### config.mk
export PLATFORM = sky130hd
export DESIGN_NAME = date_validate_and_day_difference
export DESIGN_NICKNAME = d
export VERILOG_FILES = /design/src/hdl/dvdd_pkg.sv /design/src/hdl/date_validate_and_day_difference.sv /design/src/hdl/dvdd_front.sv /design/src/hdl/dvdd_queue.sv /design/src/hdl/dvdd_back.sv
export SDC_FILE = /design/constraint.sdc
export NUM_CORES = 2
export LEC_CHECK = 0
export BUFFER_PORTS_ARGS = -buffer_cell sky130_fd_sc_hd__buf_4
export CELL_PAD_IN_SITES_DETAIL_PLACEMENT = 1
export CELL_PAD_IN_SITES_GLOBAL_PLACEMENT = 2
export CORE_MARGIN = 5
export CORE_UTILIZATION = 35
export DETAILED_ROUTE_END_ITERATION = 10
export PLACE_DENSITY = 0.68
export SLEW_MARGIN = 20
export SYNTH_ARGS = -nofsm -noshare
export SYNTH_HDL_FRONTEND = slang
export SYNTH_SLANG_ARGS = --single-unit
### constraint.sdc
create_clock -name clk_i -period 15.3 [get_ports clk_i]
set_clock_uncertainty 0.2 [all_clocks]
set_input_delay 3.06 -clock clk_i [delete_from_list [all_inputs] [get_ports clk_i]]
set_output_delay 3.06 -clock clk_i [all_outputs]
set_load 0.02 [all_outputs]
### src/hdl/dvdd_pkg.sv
// Shared types, constants and calendar helpers for the date check and day difference block.
package dvdd_pkg;

  localparam int unsigned YEAR_W   = 14;
  localparam int unsigned MONTH_W  = 4;
  localparam int unsigned DAY_W    = 5;
  localparam int unsigned HOUR_W   = 5;
  localparam int unsigned MINUTE_W = 6;
  localparam int unsigned SECOND_W = 6;
  localparam int unsigned COUNT_W  = 22;

  // Day of year fits 1..366.
  localparam int unsigned DOY_W    = 9;
  // Shifted year y + 399 stays below 2^15 for any 14-bit year.
  localparam int unsigned SYEAR_W  = YEAR_W + 1;
  localparam int unsigned QUART_W  = SYEAR_W - 2;
  localparam int unsigned CENT_W   = 8;
  // Day number of the latest representable date stays below 2^23.
  localparam int unsigned DNUM_W   = 23;
  // Width used to compare a year against the upper year bound.
  localparam int unsigned YCMP_W   = 17;

  localparam logic [SYEAR_W-1:0] YEAR_OFFSET = SYEAR_W'(399);
  localparam logic [DNUM_W-1:0]  DAYS_YEAR   = DNUM_W'(365);

  // Division by 25 as multiply by ceil(2^17/25) and shift right by 17.
  localparam int unsigned        RECIP_W     = 25;
  localparam int unsigned        RECIP_SHIFT = 17;
  localparam logic [RECIP_W-1:0] RECIP_25    = RECIP_W'(5243);

  localparam logic [HOUR_W-1:0]   HOUR_LAST   = HOUR_W'(23);
  localparam logic [MINUTE_W-1:0] MINUTE_LAST = MINUTE_W'(59);
  localparam logic [SECOND_W-1:0] SECOND_LAST = SECOND_W'(59);
  localparam logic [COUNT_W-1:0]  COUNT_MAX   = {COUNT_W{1'b1}};

  localparam int unsigned QUEUE_DEPTH = 2;
  localparam int unsigned QPTR_W      = $clog2(QUEUE_DEPTH);
  localparam int unsigned QCNT_W      = $clog2(QUEUE_DEPTH + 1);

  typedef enum logic [MONTH_W-1:0] {
    MON_JAN = 4'd1,  MON_FEB = 4'd2,  MON_MAR = 4'd3,  MON_APR = 4'd4,
    MON_MAY = 4'd5,  MON_JUN = 4'd6,  MON_JUL = 4'd7,  MON_AUG = 4'd8,
    MON_SEP = 4'd9,  MON_OCT = 4'd10, MON_NOV = 4'd11, MON_DEC = 4'd12
  } month_e;

  typedef struct packed {
    logic [YEAR_W-1:0]   year_a;
    logic [MONTH_W-1:0]  month_a;
    logic [DAY_W-1:0]    day_a;
    logic [HOUR_W-1:0]   hour_a;
    logic [MINUTE_W-1:0] minute_a;
    logic [SECOND_W-1:0] second_a;
    logic [YEAR_W-1:0]   year_b;
    logic [MONTH_W-1:0]  month_b;
    logic [DAY_W-1:0]    day_b;
  } dvdd_in_t;

  typedef struct packed {
    logic               date_ok;
    logic               time_ok;
    logic               second_date_ok;
    logic [COUNT_W-1:0] day_count;
  } dvdd_out_t;

  typedef struct packed {
    logic ok_a;
    logic ok_t;
    logic ok_b;
    logic run;
  } dvdd_flags_t;

  // Classified job handed from the front end to the arithmetic back end.
  typedef struct packed {
    dvdd_flags_t        flags;
    logic [YEAR_W-1:0]  year_a;
    logic [DOY_W-1:0]   doy_a;
    logic [YEAR_W-1:0]  year_b;
    logic [DOY_W-1:0]   doy_b;
  } dvdd_job_t;

  function automatic logic [DAY_W-1:0] month_len(logic [MONTH_W-1:0] m, logic leap);
    logic [DAY_W-1:0] len;
    unique case (m)
      MON_FEB:                             len = leap ? DAY_W'(29) : DAY_W'(28);
      MON_APR, MON_JUN, MON_SEP, MON_NOV:  len = DAY_W'(30);
      MON_JAN, MON_MAR, MON_MAY, MON_JUL,
      MON_AUG, MON_OCT, MON_DEC:           len = DAY_W'(31);
      default:                             len = '0;
    endcase
    return len;
  endfunction

  // Days in the months before month m.
  function automatic logic [DOY_W-1:0] month_start(logic [MONTH_W-1:0] m, logic leap);
    logic [DOY_W-1:0] base;
    unique case (m)
      MON_JAN: base = DOY_W'(0);
      MON_FEB: base = DOY_W'(31);
      MON_MAR: base = DOY_W'(59);
      MON_APR: base = DOY_W'(90);
      MON_MAY: base = DOY_W'(120);
      MON_JUN: base = DOY_W'(151);
      MON_JUL: base = DOY_W'(181);
      MON_AUG: base = DOY_W'(212);
      MON_SEP: base = DOY_W'(243);
      MON_OCT: base = DOY_W'(273);
      MON_NOV: base = DOY_W'(304);
      MON_DEC: base = DOY_W'(334);
      default: base = '0;
    endcase
    if (leap && (m > MON_FEB)) begin
      base = base + DOY_W'(1);
    end
    return base;
  endfunction

endpackage

### src/hdl/date_validate_and_day_difference.sv
// Top level: Gregorian date check and absolute day difference between two dates.
// An accepted input is held in the job queue, then in the s1, s2 and output registers.
// Throughput: one transaction per cycle while the output is not stalled; the back end's
// three register stages advance independently and a two-entry job queue separates them
// from the classifying front end. Reset clears the queue pointers and the stage valid
// bits; no clearing pass is needed, and the input is ready once reset is released.
module date_validate_and_day_difference #(
  parameter int unsigned MAX_YEAR = 9999
) (
  input  logic                clk_i,
  input  logic                rst_ni,
  input  logic                in_valid_i,
  output logic                in_ready_o,
  input  dvdd_pkg::dvdd_in_t  in_data_i,
  output logic                out_valid_o,
  input  logic                out_ready_i,
  output dvdd_pkg::dvdd_out_t out_data_o
);
  import dvdd_pkg::*;

  dvdd_job_t front_job;
  logic      front_valid;
  logic      front_ready;
  dvdd_job_t back_job;
  logic      back_valid;
  logic      back_ready;

  dvdd_front #(
    .MAX_YEAR(MAX_YEAR)
  ) u_front (
    .in_valid_i (in_valid_i),
    .in_ready_o (in_ready_o),
    .in_data_i  (in_data_i),
    .job_valid_o(front_valid),
    .job_ready_i(front_ready),
    .job_o      (front_job)
  );

  dvdd_queue u_queue (
    .clk_i       (clk_i),
    .rst_ni      (rst_ni),
    .push_valid_i(front_valid),
    .push_ready_o(front_ready),
    .push_data_i (front_job),
    .pop_valid_o (back_valid),
    .pop_ready_i (back_ready),
    .pop_data_o  (back_job)
  );

  dvdd_back u_back (
    .clk_i      (clk_i),
    .rst_ni     (rst_ni),
    .job_valid_i(back_valid),
    .job_ready_o(back_ready),
    .job_i      (back_job),
    .out_valid_o(out_valid_o),
    .out_ready_i(out_ready_i),
    .out_data_o (out_data_o)
  );

endmodule

### src/hdl/dvdd_front.sv
// Front end: checks both dates and the time of day and forms the day of year.
module dvdd_front #(
  parameter int unsigned MAX_YEAR = 9999
) (
  input  logic               in_valid_i,
  output logic               in_ready_o,
  input  dvdd_pkg::dvdd_in_t in_data_i,
  output logic               job_valid_o,
  input  logic               job_ready_i,
  output dvdd_pkg::dvdd_job_t job_o
);
  import dvdd_pkg::*;

  typedef struct packed {
    logic             ok;
    logic             in_range;
    logic [DOY_W-1:0] doy;
  } date_info_t;

  function automatic logic is_leap(logic [YEAR_W-1:0] y);
    logic [YEAR_W-3:0]  q4;
    logic [RECIP_W-1:0] prod;
    logic [CENT_W-1:0]  q100;
    logic [YEAR_W-3:0]  rem;
    logic               div4;
    logic               div100;
    logic               div400;
    q4     = y[YEAR_W-1:2];
    prod   = RECIP_W'(q4) * RECIP_25;
    q100   = prod[RECIP_W-1:RECIP_SHIFT];
    rem    = q4 - (YEAR_W-2)'(q100) * (YEAR_W-2)'(25);
    div4   = (y[1:0] == 2'b00);
    div100 = div4 && (rem == '0);
    div400 = div100 && (y[3:2] == 2'b00);
    return (div4 && !div100) || div400;
  endfunction

  function automatic date_info_t check_date(logic [YEAR_W-1:0] y,
                                            logic [MONTH_W-1:0] m,
                                            logic [DAY_W-1:0] d);
    date_info_t info;
    logic       leap;
    leap          = is_leap(y);
    info.ok       = (m >= MON_JAN) && (m <= MON_DEC) && (d != '0) &&
                    (d <= month_len(m, leap));
    info.in_range = (y != '0) && (YCMP_W'(y) <= YCMP_W'(MAX_YEAR));
    info.doy      = month_start(m, leap) + DOY_W'(d);
    return info;
  endfunction

  date_info_t info_a;
  date_info_t info_b;
  logic       time_ok;

  assign info_a  = check_date(in_data_i.year_a, in_data_i.month_a, in_data_i.day_a);
  assign info_b  = check_date(in_data_i.year_b, in_data_i.month_b, in_data_i.day_b);
  assign time_ok = (in_data_i.hour_a <= HOUR_LAST) &&
                   (in_data_i.minute_a <= MINUTE_LAST) &&
                   (in_data_i.second_a <= SECOND_LAST);

  always_comb begin
    job_o.flags.ok_a = info_a.ok;
    job_o.flags.ok_t = time_ok;
    job_o.flags.ok_b = info_b.ok;
    job_o.flags.run  = info_a.ok && info_b.ok && info_a.in_range && info_b.in_range;
    job_o.year_a     = in_data_i.year_a;
    job_o.doy_a      = info_a.doy;
    job_o.year_b     = in_data_i.year_b;
    job_o.doy_b      = info_b.doy;
  end

  assign job_valid_o = in_valid_i;
  assign in_ready_o  = job_ready_i;

endmodule

### src/hdl/dvdd_queue.sv
// Short queue of classified jobs between the front end and the back end.
module dvdd_queue (
  input  logic                clk_i,
  input  logic                rst_ni,
  input  logic                push_valid_i,
  output logic                push_ready_o,
  input  dvdd_pkg::dvdd_job_t push_data_i,
  output logic                pop_valid_o,
  input  logic                pop_ready_i,
  output dvdd_pkg::dvdd_job_t pop_data_o
);
  import dvdd_pkg::*;

  dvdd_job_t         mem_q [QUEUE_DEPTH];
  logic [QPTR_W-1:0] wr_ptr_q, wr_ptr_d;
  logic [QPTR_W-1:0] rd_ptr_q, rd_ptr_d;
  logic [QCNT_W-1:0] count_q, count_d;
  logic              push;
  logic              pop;

  assign push_ready_o = (count_q != QCNT_W'(QUEUE_DEPTH));
  assign pop_valid_o  = (count_q != '0);
  assign push         = push_valid_i && push_ready_o;
  assign pop          = pop_valid_o && pop_ready_i;
  assign pop_data_o   = mem_q[rd_ptr_q];

  always_comb begin
    wr_ptr_d = push ? wr_ptr_q + QPTR_W'(1) : wr_ptr_q;
    rd_ptr_d = pop  ? rd_ptr_q + QPTR_W'(1) : rd_ptr_q;
    count_d  = count_q + QCNT_W'(push) - QCNT_W'(pop);
  end

  always_ff @(posedge clk_i or negedge rst_ni) begin
    if (!rst_ni) begin
      wr_ptr_q <= '0;
      rd_ptr_q <= '0;
      count_q  <= '0;
    end else begin
      wr_ptr_q <= wr_ptr_d;
      rd_ptr_q <= rd_ptr_d;
      count_q  <= count_d;
    end
  end

  always_ff @(posedge clk_i) begin
    if (push) begin
      mem_q[wr_ptr_q] <= push_data_i;
    end
  end

endmodule

### src/hdl/dvdd_back.sv
// Back end: day numbers of both dates, their absolute difference and the output register.
module dvdd_back (
  input  logic                clk_i,
  input  logic                rst_ni,
  input  logic                job_valid_i,
  output logic                job_ready_o,
  input  dvdd_pkg::dvdd_job_t job_i,
  output logic                out_valid_o,
  input  logic                out_ready_i,
  output dvdd_pkg::dvdd_out_t out_data_o
);
  import dvdd_pkg::*;

  typedef struct packed {
    logic [DNUM_W-1:0]  base;
    logic [QUART_W-1:0] q4;
    logic [CENT_W-1:0]  q100;
    logic [DOY_W-1:0]   doy;
  } part_t;

  typedef struct packed {
    dvdd_flags_t flags;
    part_t       a;
    part_t       b;
  } s1_t;

  typedef struct packed {
    dvdd_flags_t       flags;
    logic [DNUM_W-1:0] na;
    logic [DNUM_W-1:0] nb;
  } s2_t;

  // First step: 365 times the shifted year and the century count, both from multipliers.
  function automatic part_t year_terms(logic [YEAR_W-1:0] y, logic [DOY_W-1:0] doy);
    part_t              p;
    logic [SYEAR_W-1:0] yy;
    logic [RECIP_W-1:0] prod;
    yy     = SYEAR_W'(y) + YEAR_OFFSET;
    p.base = DNUM_W'(yy) * DAYS_YEAR;
    p.q4   = yy[SYEAR_W-1:2];
    prod   = RECIP_W'(p.q4) * RECIP_25;
    p.q100 = prod[RECIP_W-1:RECIP_SHIFT];
    p.doy  = doy;
    return p;
  endfunction

  function automatic logic [DNUM_W-1:0] day_number(part_t p);
    return p.base + DNUM_W'(p.q4) - DNUM_W'(p.q100) + DNUM_W'(p.q100[CENT_W-1:2]) +
           DNUM_W'(p.doy);
  endfunction

  s1_t               s1_q;
  s2_t               s2_q;
  dvdd_out_t         out_q, out_d;
  logic              v1_q, v2_q, v3_q;
  logic              adv1, adv2, adv3;
  logic [DNUM_W-1:0] diff;

  assign adv3 = !v3_q || out_ready_i;
  assign adv2 = !v2_q || adv3;
  assign adv1 = !v1_q || adv2;

  assign job_ready_o = adv1;
  assign out_valid_o = v3_q;
  assign out_data_o  = out_q;

  always_comb begin
    diff = (s2_q.na > s2_q.nb) ? s2_q.na - s2_q.nb : s2_q.nb - s2_q.na;
    out_d.date_ok        = s2_q.flags.ok_a;
    out_d.time_ok        = s2_q.flags.ok_t;
    out_d.second_date_ok = s2_q.flags.ok_b;
    if (!s2_q.flags.run) begin
      out_d.day_count = '0;
    end else if (diff > DNUM_W'(COUNT_MAX)) begin
      out_d.day_count = COUNT_MAX;
    end else begin
      out_d.day_count = diff[COUNT_W-1:0];
    end
  end

  always_ff @(posedge clk_i or negedge rst_ni) begin
    if (!rst_ni) begin
      v1_q <= 1'b0;
      v2_q <= 1'b0;
      v3_q <= 1'b0;
    end else begin
      if (adv1) begin
        v1_q <= job_valid_i;
      end
      if (adv2) begin
        v2_q <= v1_q;
      end
      if (adv3) begin
        v3_q <= v2_q;
      end
    end
  end

  always_ff @(posedge clk_i) begin
    if (adv1) begin
      s1_q.flags <= job_i.flags;
      s1_q.a     <= year_terms(job_i.year_a, job_i.doy_a);
      s1_q.b     <= year_terms(job_i.year_b, job_i.doy_b);
    end
    if (adv2) begin
      s2_q.flags <= s1_q.flags;
      s2_q.na    <= day_number(s1_q.a);
      s2_q.nb    <= day_number(s1_q.b);
    end
    if (adv3) begin
      out_q <= out_d;
    end
  end

endmodule

==> summary.md <==
| Metric | Value |
|---|---|
| Max clock buf depth | 3 |
| Crit-path max FO | 10 |
| HPWL after detailed placement | 73500 um |
| Worst EP arrival | 14540 ps |
| Pre-Repair DR Iteration Count | 5 |
| Clock-pin slew on the worst setup and hold paths | 60 ps |
| Max_cap viols | 0 |
| Final setup vio count | 0 |
| Post-CTS Setup Inserts | 0 |
| Vias | 23700 |
| Design area | 39600 um^2 |
| Global-route wire length before repair | ~140000 um |
| Critical path class | in2reg |
| Yosys top cell area share | 23.8% |
| CTS tree | built |
| Critical Path RT | 15490 ps |
| CP max-delay cell | fa_1 |
| Placement Cell Area | roughly 38000 um^2 |
| Synth Instances | 3459 |
| Starting density of the core | 35.3% |
| Yosys cell types | 81 |
| Area share of fa/ha/maj cells after synthesis | 43.8% |
| Core area | about 100000 um^2 |
| Worst Setup End Kind | flop |
| Root buf cell | clkbuf_16 |
| # H-tree levels | 2 |
| WL per Instance | 17.2 um |
| Worst Hold Class | reg2reg |
| Crit path launch | in_data_i[60] |
| Area leader, netlist | edfxtp_1 |
| Reg2reg start | u_queue.rd_ptr_q |
| Element type at the critical path start | input pin |
| Hold Vio Cnt, Final | 0 |
| Fin util | 38.8% |
| Hold Path Origin | u_back.out_d[23] |
| Mapped Avg Cell Area | 10.4 um^2 |
| Crit share post-route | 93.8% |
| Initial antenna violation count | 1 |
| Slew of the pin with the lowest slew margin | 1090 ps |
| WL final | 85400 um |
| Die Y | about 330 um |
| Post-synthesis sequential area ratio | between 20% and 30% |
| Minimum clock period | 14350 ps |
| Status | complete, no violations |
| Pins over their slew limit | 0 |
| Syn Nets | roughly 4600 |
| Total CTS buffers | 35 |
| Mux share of post-synthesis cell area | 2.09% |
| Crit-path max cell delay | 610 ps |
| Vias in the first global route | 25900 |
| WHS Path Cells | 0 |
| Synth top area cells | edfxtp_1 24%, ha_1 24%, fa_1 20% |
| Synthesized flop and latch total | 292 |
| DR DRC count | 0 |
| # rows | ~120 |
| Synth Flop Type | edfxtp_1 |
| NumNets Final | 4679 |
| Reg2Reg Depth | 26 |
| I/O Buffers | 86 |
| DR iter-0 viols | 781 |
| Pin count of the biggest net entering global routing | 64 |
| # diodes | 0 |
| Die span in x | 331 um |
| Achievable Freq | 0.0697 GHz |
| Remaining global-route overflow | 0 |
| Hold bufs inserted after CTS | 0 |
| Reg2reg setup slack | ~6300 ps |
| Final setup TNS | 0 ps |
| Post-route ant nets | 0 |
| Reg2Reg Capture Point | u_back.s1_q[16] |
| Gpl congestion | approximately 0.79 |
| Post-synthesis compound-gate area fraction | roughly a tenth |
| Largest family of logic cells by synthesized area | adder cells |
| CTS-repair resized insts | 0 |
| Hold EP | u_back.out_data_o[23] |
| Vias/cell | 4.78 |
| Unrepaired setup endpoints after global routing | no |
| # IOs | 94 |
| Slew HR | a little over a quarter |
| Fraction of registers with async set/reset | 2.40% |
| Syn-to-layout area delta | 9.84% |
| Xor/xnor share of the synthesized area | 4.67% |
| Mapped Area | 36000 um^2 |
| EDFF count, synth | ~290 |
| Layout cell share with drive strength beyond 1 | 6.59% |
| Post-Synth Simple-Gate Area | under 10% |
| Worst skew pair latency | 560 ps |
| Synth Warn # | 0 |
| Die ar. | 109000 um^2 |
| CP most frequent cell | fa_1 |
| Total track usage | 16.1% |
| CTS sink cnt | between 200 and 300 |
[per-stage QoR]
step,hold slack (ps),setup WS (ps),instances
finish,219,954,4963
floorplan,200,1810,3459
global route,222,216,4963
detailed placement,206,312,4900
CTS,221,881,4963
global placement,203,505,4900
[logic make-up after synthesis]
family / count (synthesis)
multiplexers: 70
flip-flops: 292
AO/OA/AOI/OAI: 513
XOR/XNOR: 192
adder cells (fa/ha/maj): 1043
AND/OR/NAND/NOR: 465
buffers and inverters: 884
[state kept, by name, summed over array words and instances, names as in the netlist, 2 cells and up]
| name | count |
|---|---|
| u_back.s1_q | 110 |
| u_queue.mem_q | 100 |
| u_queue.count_q | 2 |
| u_back.s2_q | 47 |
| u_back.out_data_o | 25 |
| u_back.out_d | 3 |
[Yosys cell counts (all sizes together), types with 16 or more instances]
cell / number
o21a: 29
xor2: 63
mux2: 32
nand4: 16
ha: 679
nand2: 90
a31oi: 21
edfxtp: 285
nor3: 41
nor2b: 34
o21ai: 99
a21o: 56
xnor2: 129
and3: 19
inv: 846
nand3: 48
a21boi: 43
clkbuf: 27
mux2i: 37
fa: 364
nand2b: 27
o21bai: 21
nor2: 119
a21oi: 142
[placed cells by master (no fill, tap or decap), types with 40 or more instances in the layout]
cell type	n
a21boi_0	43
a21o_1	56
a21oi_1	141
buf_4	111
edfxtp_1	285
fa_1	364
ha_1	679
inv_1	846
nand2_1	89
nand3_1	46
nor2_1	118
nor3_1	40
o21ai_0	93
xnor2_1	129
xor2_1	63
[worst max path at each step]
stage,endpoint,slack [ps],cells after the start
after floorplan,u_queue.mem_q[0][31],1810,47
after global placement,u_queue.mem_q[0][31],510,48
after global routing,u_queue.mem_q[0][31],220,48
after CTS,u_queue.mem_q[1][31],880,48
final,u_queue.mem_q[1][31],950,48
after detailed placement,u_queue.mem_q[1][31],310,48
[final cells by class]
| class | instances | area, um^2 |
|---|---|---|
| repair buffers | 111 | 833 |
| fillers | 11400 | 62500 |
| multi-input cells | 2283 | 24000 |
| clock buffers | 47 | 971 |
| flip-flops and latches | 292 | 8740 |
| inverters | 846 | 3180 |
| clock inverters | 16 | 146 |
| well taps | 1368 | 1710 |
[per-layer routing]
layer / vias up / part of all wire (%) / track usage [%]
met3: 64 / 2.0 / 1.54
li1: 11700 / - / -
met4: 0 / 1.3 / 2.42
met2: 173 / 49 / 28.4
met5: - / 0 / 0
met1: 11800 / 48 / 21.9
[worst max-delay path, delay by kind of cell]
family,cells,cell delay (ps)
compound gates,20,3750
simple gates,7,1640
fa+ha+maj,12,5030
xor+xnor,3,570
buf+inv,6,460
Power is not shown: default switching activity piles up to over one toggle a cycle in this logic, so the estimate is an artifact.
